### src/hdl/cvte_pkg.sv
`timescale 1ns / 1ps

package cvte_pkg;

   // Encode request kinds.
   typedef enum logic [3:0] {
      OP_NULL  = 4'd0,
      OP_BOOL  = 4'd1,
      OP_UINT  = 4'd2,
      OP_SINT  = 4'd3,
      OP_F32   = 4'd4,
      OP_F64   = 4'd5,
      OP_STR   = 4'd6,
      OP_BIN   = 4'd7,
      OP_ARRAY = 4'd8,
      OP_MAP   = 4'd9,
      OP_TAG   = 4'd10,
      OP_RAW   = 4'd11
   } opcode_type;

   // Tag bytes.
   localparam logic [7:0] TAG_NIL      = 8'hc0;
   localparam logic [7:0] TAG_MARK     = 8'hc1;
   localparam logic [7:0] TAG_FALSE    = 8'hc2;
   localparam logic [7:0] TAG_TRUE     = 8'hc3;
   localparam logic [7:0] TAG_BIN8     = 8'hc4;
   localparam logic [7:0] TAG_BIN16    = 8'hc5;
   localparam logic [7:0] TAG_BIN32    = 8'hc6;
   localparam logic [7:0] TAG_F32      = 8'hca;
   localparam logic [7:0] TAG_F64      = 8'hcb;
   localparam logic [7:0] TAG_UINT8    = 8'hcc;
   localparam logic [7:0] TAG_UINT16   = 8'hcd;
   localparam logic [7:0] TAG_UINT32   = 8'hce;
   localparam logic [7:0] TAG_UINT64   = 8'hcf;
   localparam logic [7:0] TAG_INT8     = 8'hd0;
   localparam logic [7:0] TAG_INT16    = 8'hd1;
   localparam logic [7:0] TAG_INT32    = 8'hd2;
   localparam logic [7:0] TAG_INT64    = 8'hd3;
   localparam logic [7:0] TAG_STR8     = 8'hd9;
   localparam logic [7:0] TAG_STR16    = 8'hda;
   localparam logic [7:0] TAG_STR32    = 8'hdb;
   localparam logic [7:0] TAG_ARRAY16  = 8'hdc;
   localparam logic [7:0] TAG_ARRAY32  = 8'hdd;
   localparam logic [7:0] TAG_MAP16    = 8'hde;
   localparam logic [7:0] TAG_MAP32    = 8'hdf;
   localparam logic [7:0] FIX_STR      = 8'ha0;
   localparam logic [7:0] FIX_ARRAY    = 8'h90;
   localparam logic [7:0] FIX_MAP      = 8'h80;

   // Default depth of the queue between front and back.
   localparam int QUEUE_DEPTH_DEF = 2;

   // Request and result payloads.
   typedef struct packed {
      logic [3:0]  opcode;
      logic [63:0] value;
   } req_type;

   typedef struct packed {
      logic [7:0] out_byte;
      logic       last;
   } rsp_type;

   // One classified request: optional marker byte, a head byte, then
   // nbytes little-endian payload bytes taken from data.
   typedef struct packed {
      logic        pre;
      logic [7:0]  head;
      logic [3:0]  nbytes;
      logic [63:0] data;
   } desc_type;

endpackage

### src/hdl/cvte_front.sv
`timescale 1ns / 1ps

module cvte_front
   import cvte_pkg::*;
(
   input  req_type  item,
   output desc_type desc,
   output logic     keep
);

   logic [63:0] v;
   logic        le_7f, le_ff, le_ffff, le_32b;
   logic        neg_fix, neg_8, neg_16, neg_32;

   // Range checks on the value, shared by the integer, string, binary, array and map kinds.
   always_comb begin
      v       = item.value;
      le_7f   = (v[63:7] == '0);
      le_ff   = (v[63:8] == '0);
      le_ffff = (v[63:16] == '0);
      le_32b  = (v[63:32] == '0);
      neg_fix = (v[63:5] == '1);
      neg_8   = (v[63:7] == '1);
      neg_16  = (v[63:15] == '1);
      neg_32  = (v[63:31] == '1);
   end

   // Classify the request into a marker, a head byte and a payload length.
   always_comb begin
      keep        = 1'b1;
      desc.pre    = 1'b0;
      desc.head   = TAG_NIL;
      desc.nbytes = 4'd0;
      desc.data   = v;
      unique case (opcode_type'(item.opcode))
         OP_NULL: desc.head = TAG_NIL;
         OP_BOOL: desc.head = (v != '0) ? TAG_TRUE : TAG_FALSE;
         OP_UINT, OP_SINT: begin
            if (!v[63] || opcode_type'(item.opcode) == OP_UINT) begin
               if (le_7f) begin
                  desc.head = v[7:0];
               end else if (le_ff) begin
                  desc.head = TAG_UINT8;  desc.nbytes = 4'd1;
               end else if (le_ffff) begin
                  desc.head = TAG_UINT16; desc.nbytes = 4'd2;
               end else if (le_32b) begin
                  desc.head = TAG_UINT32; desc.nbytes = 4'd4;
               end else begin
                  desc.head = TAG_UINT64; desc.nbytes = 4'd8;
               end
            end else if (neg_fix) begin
               desc.head = v[7:0];
            end else if (neg_8) begin
               desc.head = TAG_INT8;  desc.nbytes = 4'd1;
            end else if (neg_16) begin
               desc.head = TAG_INT16; desc.nbytes = 4'd2;
            end else if (neg_32) begin
               desc.head = TAG_INT32; desc.nbytes = 4'd4;
            end else begin
               desc.head = TAG_INT64; desc.nbytes = 4'd8;
            end
         end
         OP_F32: begin
            desc.head = TAG_F32; desc.nbytes = 4'd4;
         end
         OP_F64: begin
            desc.head = TAG_F64; desc.nbytes = 4'd8;
         end
         OP_STR, OP_TAG: begin
            desc.pre = (opcode_type'(item.opcode) == OP_TAG);
            if (v[63:5] == '0) begin
               desc.head = FIX_STR | {3'b000, v[4:0]};
            end else if (le_ff) begin
               desc.head = TAG_STR8;  desc.nbytes = 4'd1;
            end else if (le_ffff) begin
               desc.head = TAG_STR16; desc.nbytes = 4'd2;
            end else begin
               desc.head = TAG_STR32; desc.nbytes = 4'd4;
            end
         end
         OP_BIN: begin
            if (le_ff) begin
               desc.head = TAG_BIN8;  desc.nbytes = 4'd1;
            end else if (le_ffff) begin
               desc.head = TAG_BIN16; desc.nbytes = 4'd2;
            end else begin
               desc.head = TAG_BIN32; desc.nbytes = 4'd4;
            end
         end
         OP_ARRAY, OP_MAP: begin
            if (v[63:4] == '0) begin
               desc.head = ((opcode_type'(item.opcode) == OP_ARRAY) ? FIX_ARRAY : FIX_MAP)
                           | {4'b0000, v[3:0]};
            end else if (le_ffff) begin
               desc.head   = (opcode_type'(item.opcode) == OP_ARRAY) ? TAG_ARRAY16 : TAG_MAP16;
               desc.nbytes = 4'd2;
            end else begin
               desc.head   = (opcode_type'(item.opcode) == OP_ARRAY) ? TAG_ARRAY32 : TAG_MAP32;
               desc.nbytes = 4'd4;
            end
         end
         OP_RAW: desc.head = v[7:0];
         // Unused kinds produce no bytes at all.
         default: keep = 1'b0;
      endcase
   end

endmodule

### src/hdl/cvte_queue.sv
`timescale 1ns / 1ps

module cvte_queue
   import cvte_pkg::*;
#(
   parameter int DEPTH = QUEUE_DEPTH_DEF
) (
   input  logic     clock,
   input  logic     reset,
   input  logic     push,
   input  desc_type push_data,
   output logic     full,
   input  logic     pop,
   output logic     head_valid,
   output desc_type head
);

   localparam int PtrW = (DEPTH > 1) ? $clog2(DEPTH) : 1;
   localparam int CntW = $clog2(DEPTH + 1);
   localparam logic [PtrW-1:0] LastPtr = PtrW'(DEPTH - 1);
   localparam logic [CntW-1:0] FullCnt = CntW'(DEPTH);

   desc_type            slot_ff [DEPTH];
   logic [PtrW-1:0]     wr_ptr_ff, wr_ptr_in;
   logic [PtrW-1:0]     rd_ptr_ff, rd_ptr_in;
   logic [CntW-1:0]     count_ff, count_in;
   logic                do_push, do_pop;

   assign full       = (count_ff == FullCnt);
   assign head_valid = (count_ff != '0);
   assign head       = slot_ff[rd_ptr_ff];
   assign do_push    = push && !full;
   assign do_pop     = pop && head_valid;

   // Pointer and fill count update.
   always_comb begin
      wr_ptr_in = wr_ptr_ff;
      rd_ptr_in = rd_ptr_ff;
      count_in  = count_ff;
      if (do_push) begin
         wr_ptr_in = (wr_ptr_ff == LastPtr) ? '0 : wr_ptr_ff + 1'b1;
      end
      if (do_pop) begin
         rd_ptr_in = (rd_ptr_ff == LastPtr) ? '0 : rd_ptr_ff + 1'b1;
      end
      if (do_push && !do_pop) begin
         count_in = count_ff + 1'b1;
      end else if (!do_push && do_pop) begin
         count_in = count_ff - 1'b1;
      end
   end

   always_ff @(posedge clock) begin
      if (reset) begin
         wr_ptr_ff <= '0;
         rd_ptr_ff <= '0;
         count_ff  <= '0;
      end else begin
         wr_ptr_ff <= wr_ptr_in;
         rd_ptr_ff <= rd_ptr_in;
         count_ff  <= count_in;
      end
   end

   // Entry storage needs no reset.
   always_ff @(posedge clock) begin
      if (do_push) begin
         slot_ff[wr_ptr_ff] <= push_data;
      end
   end

`ifndef ASSERT_OFF
   assert property (@(posedge clock) disable iff (reset) count_ff <= FullCnt)
      else $error("Queue fill count exceeds its depth.");
   assert property (@(posedge clock) disable iff (reset)
      (do_push && !do_pop) |=> (count_ff == $past(count_ff) + 1'b1))
      else $error("Queue fill count did not grow on a push.");
`endif

endmodule

### src/hdl/cvte_back.sv
`timescale 1ns / 1ps

module cvte_back
   import cvte_pkg::*;
(
   input  logic     clock,
   input  logic     reset,
   input  logic     head_valid,
   input  desc_type head,
   output logic     head_pop,
   output logic     rsp_empty,
   input  logic     rsp_pop,
   output rsp_type  rsp_data
);

   logic [3:0] idx_ff, idx_in;
   logic       out_valid_ff, out_valid_in;
   rsp_type    out_ff, out_in;
   logic [3:0] total;
   logic [3:0] pay_idx;
   logic       load;
   logic       is_last;

   assign rsp_empty = !out_valid_ff;
   assign rsp_data  = out_ff;
   assign total     = {3'b000, head.pre} + 4'd1 + head.nbytes;
   assign load      = head_valid && (!out_valid_ff || rsp_pop);
   assign is_last   = (idx_ff == total - 4'd1);
   assign head_pop  = load && is_last;
   assign pay_idx   = idx_ff - {3'b000, head.pre} - 4'd1;

   // Pick the byte at the current position of the request.
   always_comb begin
      out_in.last = is_last;
      if (head.pre && idx_ff == 4'd0) begin
         out_in.out_byte = TAG_MARK;
      end else if (idx_ff == {3'b000, head.pre}) begin
         out_in.out_byte = head.head;
      end else begin
         out_in.out_byte = head.data[{pay_idx[2:0], 3'b000} +: 8];
      end
   end

   // Byte position and output register control.
   always_comb begin
      idx_in       = idx_ff;
      out_valid_in = out_valid_ff;
      if (load) begin
         idx_in       = is_last ? 4'd0 : idx_ff + 4'd1;
         out_valid_in = 1'b1;
      end else if (rsp_pop) begin
         out_valid_in = 1'b0;
      end
   end

   always_ff @(posedge clock) begin
      if (reset) begin
         idx_ff       <= '0;
         out_valid_ff <= 1'b0;
      end else begin
         idx_ff       <= idx_in;
         out_valid_ff <= out_valid_in;
      end
   end

   always_ff @(posedge clock) begin
      if (load) begin
         out_ff <= out_in;
      end
   end

`ifndef ASSERT_OFF
   assert property (@(posedge clock) disable iff (reset) (idx_ff != 4'd0) |-> head_valid)
      else $error("Byte position is mid-request with no request at the queue head.");
   assert property (@(posedge clock) disable iff (reset) head_valid |-> (idx_ff < total))
      else $error("Byte position runs past the end of the request.");
   assert property (@(posedge clock) disable iff (reset) head_pop |=> (idx_ff == 4'd0))
      else $error("Byte position did not restart after the last byte.");
`endif

endmodule

### src/hdl/compact_value_tag_encoder.sv
`timescale 1ns / 1ps

// Encodes one typed value per request into a MessagePack-style byte stream
// with little-endian payloads, one byte per result, the final byte of each
// request flagged by last. A request yields one to nine bytes, and the output
// side delivers one byte per cycle while the receiver keeps popping, so a
// request holds the byte sequencer until all its bytes are sent; one-byte
// requests run at one per cycle under that condition. A first byte passes
// through a queue slot and the output register before the result ports.
// The front classifies each request as it arrives and parks it in a small
// queue (QUEUE_DEPTH entries), so new requests are taken while a long
// encoding is still being sent; unused opcodes are taken, producing nothing.
module compact_value_tag_encoder
   import cvte_pkg::*;
#(
   parameter int QUEUE_DEPTH = QUEUE_DEPTH_DEF
) (
   input  logic    clock,
   input  logic    reset,
   input  logic    req_push,
   output logic    req_full,
   input  req_type req_data,
   output logic    rsp_empty,
   input  logic    rsp_pop,
   output rsp_type rsp_data
);

   desc_type front_desc;
   desc_type head;
   logic     front_keep;
   logic     head_valid;
   logic     head_pop;

   // Classify each incoming request.
   cvte_front u_front (
      .item (req_data),
      .desc (front_desc),
      .keep (front_keep)
   );

   // Requests wait here between the front and the byte sequencer.
   cvte_queue #(
      .DEPTH (QUEUE_DEPTH)
   ) u_queue (
      .clock      (clock),
      .reset      (reset),
      .push       (req_push && front_keep),
      .push_data  (front_desc),
      .full       (req_full),
      .pop        (head_pop),
      .head_valid (head_valid),
      .head       (head)
   );

   // Send the bytes of the request at the queue head.
   cvte_back u_back (
      .clock      (clock),
      .reset      (reset),
      .head_valid (head_valid),
      .head       (head),
      .head_pop   (head_pop),
      .rsp_empty  (rsp_empty),
      .rsp_pop    (rsp_pop),
      .rsp_data   (rsp_data)
   );

endmodule

### config.mk
export PLATFORM = sky130hd
export DESIGN_NAME = compact_value_tag_encoder
export DESIGN_NICKNAME = d
export VERILOG_FILES = /design/src/hdl/cvte_pkg.sv /design/src/hdl/cvte_front.sv /design/src/hdl/cvte_queue.sv /design/src/hdl/cvte_back.sv /design/src/hdl/compact_value_tag_encoder.sv
export SDC_FILE = /design/constraint.sdc
export NUM_CORES = 1
export LEC_CHECK = 0
export CAP_MARGIN = 5
export CORE_MARGIN = 3
export CORE_UTILIZATION = 40
export CTS_CLUSTER_SIZE = 8
export DETAILED_ROUTE_END_ITERATION = 10
export DONT_BUFFER_PORTS = 1
export SYNTH_ARGS = -nofsm -noshare
export SYNTH_HDL_FRONTEND = slang
export SYNTH_SLANG_ARGS = --single-unit
export TNS_END_PERCENT = 1
### constraint.sdc
create_clock -name clock -period 6.7 [get_ports clock]
set_clock_uncertainty 0.2 [all_clocks]
set_input_delay 1.34 -clock clock [delete_from_list [all_inputs] [get_ports clock]]
set_output_delay 1.34 -clock clock [all_outputs]
set_load 0.005 [all_outputs]
==> results of run 1 <==
[routing by layer]
layer | wire, microns | vias up | GRT usage, % | part of all wire, %
met5 | 0 | - | 0 | 0
li1 | - | 2018 | - | -
met1 | 7750 | 2364 | 24.4 | 41
met2 | 8920 | 288 | 27.8 | 47
met3 | 1790 | 41 | 5.74 | 9.5
met4 | 469 | 0 | 6.02 | 2.5
[worst max-delay path: cells and delay by family, from the launching register on]
kind / cells / cell delay, ns
adder cells (fa/ha/maj): 4 / 1.14
buffers and inverters: 4 / 0.26
AND/OR/NAND/NOR: 3 / 0.78
XOR/XNOR: 1 / 0.14
multiplexers: 1 / 0.45
AO/OA/AOI/OAI: 1 / 0.15
flip-flops: 1 / 0.87
[Yosys cell counts, types with 2 or more instances]
| master | count | area [sq um] |
|---|---|---|
| mux4_2 | 39 | 878 |
| nor3_1 | 6 | 30.0 |
| nor2_1 | 38 | 143 |
| a31oi_1 | 2 | 12.5 |
| o21ai_0 | 10 | 50.1 |
| a211o_1 | 2 | 17.5 |
| a21oi_1 | 15 | 75.1 |
| nand3_1 | 11 | 55.1 |
| a32o_1 | 2 | 20.0 |
| o211ai_1 | 8 | 60.1 |
| nor4_1 | 11 | 68.8 |
| o32ai_1 | 2 | 17.5 |
| o21a_1 | 2 | 15.0 |
| mux2_2 | 2 | 22.5 |
| nand4_1 | 20 | 125 |
| ha_1 | 8 | 100 |
| nor4_2 | 7 | 87.6 |
| buf_6 | 3 | 33.8 |
| or2_1 | 2 | 12.5 |
| and3_1 | 4 | 25.0 |
| nand2b_1 | 6 | 37.5 |
| xnor2_1 | 8 | 70.1 |
| mux2i_1 | 14 | 140 |
| xor2_1 | 5 | 43.8 |
| inv_1 | 13 | 48.8 |
| buf_1 | 3 | 11.3 |
| clkbuf_1 | 8 | 30.0 |
| edfxtp_1 | 163 | 4890 |
| or3_1 | 2 | 12.5 |
| nor2b_1 | 6 | 37.5 |
| dfxtp_1 | 10 | 200 |
| nor4_4 | 2 | 42.5 |
| nand2_1 | 23 | 86.3 |
| nand4_2 | 3 | 37.5 |
| a211oi_1 | 6 | 45.0 |
| buf_2 | 4 | 20.0 |
[through the flow]
stage,setup WS (ns),cell area [sq um],instances,power (mW),util [%]
2_1_floorplan,0.680,7860,495,2.01,-
3_3_place_gp,2.73,8100,737,2.22,42.6
3_5_place_dp,2.62,8100,737,2.23,42.6
4_1_cts,2.60,8700,769,3.21,45.7
5_1_grt,2.34,8700,769,3.31,45.7
6_report,2.65,8700,769,3.17,45.7
[cell families after synthesis]
| kind of cell | count (synthesis) | synth area share (%) |
|---|---|---|
| AO/OA/AOI/OAI | 64 | 5.64 |
| XOR/XNOR | 14 | 1.66 |
| adder cells (fa/ha/maj) | 9 | 1.53 |
| buffers and inverters | 33 | 1.99 |
| flip-flops | 173 | 64.8 |
| multiplexers | 56 | 13.6 |
| AND/OR/NAND/NOR | 146 | 10.8 |
[worst min-delay path by stage]
| stage | start | endpoint | slack [ns] |
|---|---|---|---|
| 2_1_floorplan | u_back.out_valid_ff$_SDFFE_PP0P_ | u_back.out_valid_ff$_SDFFE_PP0P_ | 0.26 |
| 3_3_place_gp | u_back.out_valid_ff$_SDFFE_PP0P_ | u_back.out_valid_ff$_SDFFE_PP0P_ | 0.29 |
| 3_5_place_dp | u_queue.rd_ptr_ff$_SDFFE_PP0P_ | u_queue.rd_ptr_ff$_SDFFE_PP0P_ | 0.30 |
| 4_1_cts | u_back.out_valid_ff$_SDFFE_PP0P_ | u_back.out_valid_ff$_SDFFE_PP0P_ | 0.32 |
| 5_1_grt | u_back.out_valid_ff$_SDFFE_PP0P_ | u_back.out_valid_ff$_SDFFE_PP0P_ | 0.36 |
| 6_report | u_queue.rd_ptr_ff$_SDFFE_PP0P_ | u_queue.rd_ptr_ff$_SDFFE_PP0P_ | 0.32 |
[power breakdown]
part	switching (mW)	internal (mW)
Clock	0.445	0.531
Sequential	0.0700	1.37
Combinational	0.410	0.345
Total	0.925	2.24
[area by class of cell]
class                           count  share of cell area (%)
Timing Repair Buffer                2                   0.173
Tap cell                          260                    3.74
Sequential cell                   173                    58.6
Clock inverter                     15                    1.91
Multi-Input combinational cell    289                    30.1
Clock buffer                       17                    4.89
Inverter                           13                   0.561
[state kept, by name, summed over array words and instances, names as in the netlist, named ones only]
register             cells
u_queue.count_ff         2
u_back.idx_ff            4
u_queue.wr_ptr_ff        1
u_back.out_valid_ff      1
u_back.rsp_data          9
u_queue.slot_ff        154
u_queue.rd_ptr_ff        1
==> metrics, run 1 <==
Worst setup EP type flip-flop; PwrDens 364 nW/um^2; syn_area_per_cell about 16 sq um; Root Buffer clkbuf_16; Antenna Nets Post-Route 0; count of different cell masters after synthesis between 60 and 70; vias in the first global route about 4700; Crit Path Class reg -> reg; Worst Max-Slew Pin Slew 1.11 ns; clk_lat worst skew roughly 0.44 ns; Post-synth EDFFs approximately 160; DR vias/cell ~6.1; Clock Pin Slew Worst Setup and Hold Paths approximately 0.070 ns; RSZ-0062 raised after global routing no; Period minus WS final about 4.0 ns; worst path required time a little under 7 ns; DRC errors left 0; cts repair resizes 0; max-slew violation count 0; Net Count, Synth about 580; Worst Setup Start Kind flip-flop; Port Buffers 0; R2R Setup Slk approximately 2.7 ns; CP arrival ~4.2 ns; pin count of the biggest net entering global routing 78; Antenna diodes 0; die area 21400 sq um; proportion of layout cells with a drive suffix above 1 between 10% and 20%; number of CTS-inserted buffers 17; fin nets 577; CTS tree built; Initial Util 41.3%; Die Ht 146 microns; Worst VDD drop approximately 0.20 mV; critical path, cell by cell mux2_2 > inv_1 > ha_1 > inv_1 > ha_1 > inv_1 > fa_1 > xnor2_1 > nor3_1 > and3b_1 > inv_1 > ha_1 > or3_1 > a21oi_1; # Post-CTS Setup Buffers 0; WL/cell 24.6 microns; Initial DRC Count slightly above 700; hold_buf cts 0; most common cell after layout, fill and taps aside edfxtp_1; Mapped Area 7860 sq um; sequential cell area about 5100 sq um; Detailed Place HPWL roughly 13000 microns; P&R area growth vs syn 10.7%; Core ar. between 15000 and 20000 sq um; FF-to-FF End u_queue.count_ff[1]$_SDFFE_PP0P_; Final Cycle Share about three fifths; Die Width around 150 microns; crit path to u_queue.count_ff[1]$_SDFFE_PP0P_; first-pass GRT wire length around 29000 microns; Final GP Congestion 0.993; io pins 83; status finished, final reports clean; Core Rows 50; grt ovf 0; R2R depth 14; Hold Fails Final Rpt 0; Total Wirelength between 15000 and 20000 microns; initial antenna violation count 0; max_slew headroom 26.0%; most frequent cells in the layout 163 x edfxtp_1, 39 x mux4_2, 38 x nor2_1, 23 x nand2_1, 20 x nand4_1; Hold Slack roughly 0.32 ns; Slowest Stage Delay on Critical Path slightly below 0.9 ns; H-tree depth 4; GR Util All Layers 18.0%; Syn Inst Count 495; post-synthesis sequential area ratio between 60% and 70%; worst hold path type reg -> reg; max-cap violation count 0; TritonCTS Sinks about 170; 1st-pass router iterations 6; Final Setup Violations 0; crit-path most repeated cell inv_1; highest clock rate approximately 250 MHz; ys flop type edfxtp_1; routed via count 4711; filler instances 1655; Lkg Pwr between 2 and 3 nW; multi-input logic area ~2600 sq um; Synth async-reset ratio 0%; setup TNS 0 ns; hold depth 2; Synth Register Bits 173; synth warn 0; maximum root-to-sink buffer count 2; Max FO, Critical Path 24; Slowest-stage cell, CP dfxtp_2
Note: power is estimated with default switching activity, not from simulation.
==> run 2: changes to the inputs <==
==> constraint.sdc (replaced) <==
create_clock -name clock -period 4 [get_ports clock]
set_clock_uncertainty 0.2 [all_clocks]
set_input_delay 0.8 -clock clock [delete_from_list [all_inputs] [get_ports clock]]
set_output_delay 0.8 -clock clock [all_outputs]
set_load 0.005 [all_outputs]
==> run 2 against run 1 <==
Routed wire length rose by 0.47%; clock power up 61%; global-route usage up 0.11 points; register-to-register slack worse by 2.2 ns; power up 66%; largest cell class unchanged; worst hold slack lost 0.072 ns.
==> metrics, run 2 (synthesis results as in run 1) <==
DR vias/cell 5.93 (was 6.13); setup TNS 0 ns (unchanged); setup ws final 0.493 ns (was 2.65 ns); vias in the first global route 4686 (was 4684); Period minus WS final 3.51 ns (was 4.05 ns); P&R area growth vs syn 11.2% (was 10.7%); maximum root-to-sink buffer count 2 (unchanged); final instance area 8740 sq um (was 8700 sq um); # Post-CTS Setup Buffers 0 (unchanged); max FFs per register 154 (unchanged); most flop-heavy register u_queue.slot_ff (unchanged); number of CTS-inserted buffers 17 (unchanged); Worst setup EP type flip-flop (unchanged); Lkg Pwr 2.73 nW (was 2.71 nW); Worst VDD drop 0.342 mV (was 0.200 mV); Final Cycle Share 87.7% (was 60.4%); Crit Path Class reg -> reg (unchanged); Final Setup Violations 0 (unchanged); Worst Path Buf+Inv 4 (unchanged); die area 21400 sq um (unchanged); grt ovf 0 (unchanged); critical path, cell by cell mux2_2 > inv_1 > ha_1 > inv_1 > ha_1 > inv_1 > fa_1 > xnor2_1 > nor3_1 > and3b_1 > inv_1 > ha_1 > or3_1 > a21oi_1 (unchanged); Antenna diodes 0 (unchanged); Hold Fails Final Rpt 0 (unchanged); TritonCTS Sinks 173 (unchanged); initial antenna violation count 0 (unchanged); Worst Setup Start Kind flip-flop (unchanged); Final GP Congestion 0.855 (was 0.993); Die Width 146 microns (unchanged); WL/cell 24.5 microns (was 24.6 microns); max-slew violation count 0 (unchanged); Total Wirelength 19000 microns (was 18900 microns); proportion of layout cells with a drive suffix above 1 19.2% (was 18.7%); most frequent cells in the layout 163 x edfxtp_1, 39 x mux4_2, 38 x nor2_1, 23 x nand2_1, 20 x nand4_1 (unchanged); routed via count 4603 (was 4711); worst path required time 4.15 ns (was 6.86 ns); cts repair resizes 0 (unchanged); hold_buf cts 0 (unchanged); worst hold path type in -> reg (was reg -> reg); io pins 83 (unchanged); most common cell after layout, fill and taps aside edfxtp_1 (unchanged); CP arrival 3.65 ns (was 4.21 ns); first-pass GRT wire length 28800 microns (about the same); Port Buffers 0 (unchanged); 1st-pass router iterations 6 (unchanged); Core ar. 19000 sq um (unchanged); GR Util All Layers 18.1% (was 18.0%); DRC errors left 0 (unchanged); highest clock rate 285 MHz (was 247 MHz); Initial DRC Count 568 (was 708); H-tree depth 4 (unchanged); Detailed Place HPWL 13600 microns (was 13200 microns); Max FO, Critical Path 4 (was 24); Worst Max-Slew Pin Slew 0.626 ns (was 1.11 ns); Antenna Nets Post-Route 0 (unchanged); PwrDens 602 nW/um^2 (was 364 nW/um^2); crit-path most repeated cell inv_1 (unchanged); status finished, final reports clean (unchanged); fin nets 584 (was 577); max_slew headroom 58.2% (was 26.0%); max-cap violation count 0 (unchanged); Initial Util 41.3% (unchanged); Root Buffer clkbuf_16 (unchanged); RSZ-0062 raised after global routing no (unchanged); Core Rows 50 (unchanged); Clock Pin Slew Worst Setup and Hold Paths 0.07 ns (about the same); Slowest Stage Delay on Critical Path 0.45 ns (was 0.87 ns); CTS tree built (unchanged); pre-CTS setup slack 0.518 ns (was 2.62 ns); Die Ht 146 microns (unchanged); placed cell area 8180 sq um (was 8100 sq um); clk_lat worst skew 0.42 ns (was 0.44 ns); CP delay by family, top adder cells (unchanged); Slowest-stage cell, CP fa_1 (was dfxtp_2); pin count of the biggest net entering global routing 78 (unchanged)
[run 2: path summary, 6_finish.rpt]
path | cells after the start | to | from | slack, ns
max | 14 | u_queue.count_ff[1]$_SDFFE_PP0P_ | flip-flop | 0.49
min | 1 | u_back.out_valid_ff$_SDFFE_PP0P_ | reset | 0.24
max reg2reg | 14 | u_queue.count_ff[1]$_SDFFE_PP0P_ | flip-flop | 0.49
min reg2reg | 2 | u_back.out_valid_ff$_SDFFE_PP0P_ | u_back.out_valid_ff$_SDFFE_PP0P_ | 0.31
[run 2: where the power goes]
group | leakage (nW) | switching (mW) | internal (mW) | total (mW)
Combinational | 0.874 | 0.721 | 0.594 | 1.32
Clock | 0.264 | 0.710 | 0.864 | 1.57
Sequential | 1.59 | 0.0909 | 2.28 | 2.37
Total | 2.73 | 1.52 | 3.74 | 5.26
[run 2: cell type report]
| class | instances | area (sq um) |
|---|---|---|
| Clock buffer | 17 | 425 |
| Clock inverter | 15 | 136 |
| Fill cell | 1672 | 10300 |
| Inverter | 13 | 48.8 |
| Multi-Input combinational cell | 289 | 2620 |
| Sequential cell | 173 | 5100 |
| Tap cell | 260 | 325 |
| Timing Repair Buffer | 9 | 92.6 |
[run 2: routing by layer]
metal	wire (microns)	part of all wire, %	vias up	track usage, %
met5	0	0	-	0
met4	481	2.5	0	6.21
met3	1670	8.8	34	6.05
met2	9220	48	218	28.9
met1	7650	40	2320	23.5
li1	-	-	2031	-
[run 2: per-stage QoR]
step / cells / util, % / total power [mW] / hold WS [ns]
after floorplan: 495 / - / 3.36 / 0.263
after global placement: 744 / 43.0 / 3.73 / 0.287
after detailed placement: 744 / 43.0 / 3.76 / 0.315
after CTS: 776 / 46.0 / 5.33 / 0.223
after global routing: 776 / 46.0 / 5.51 / 0.218
final: 776 / 46.0 / 5.26 / 0.243
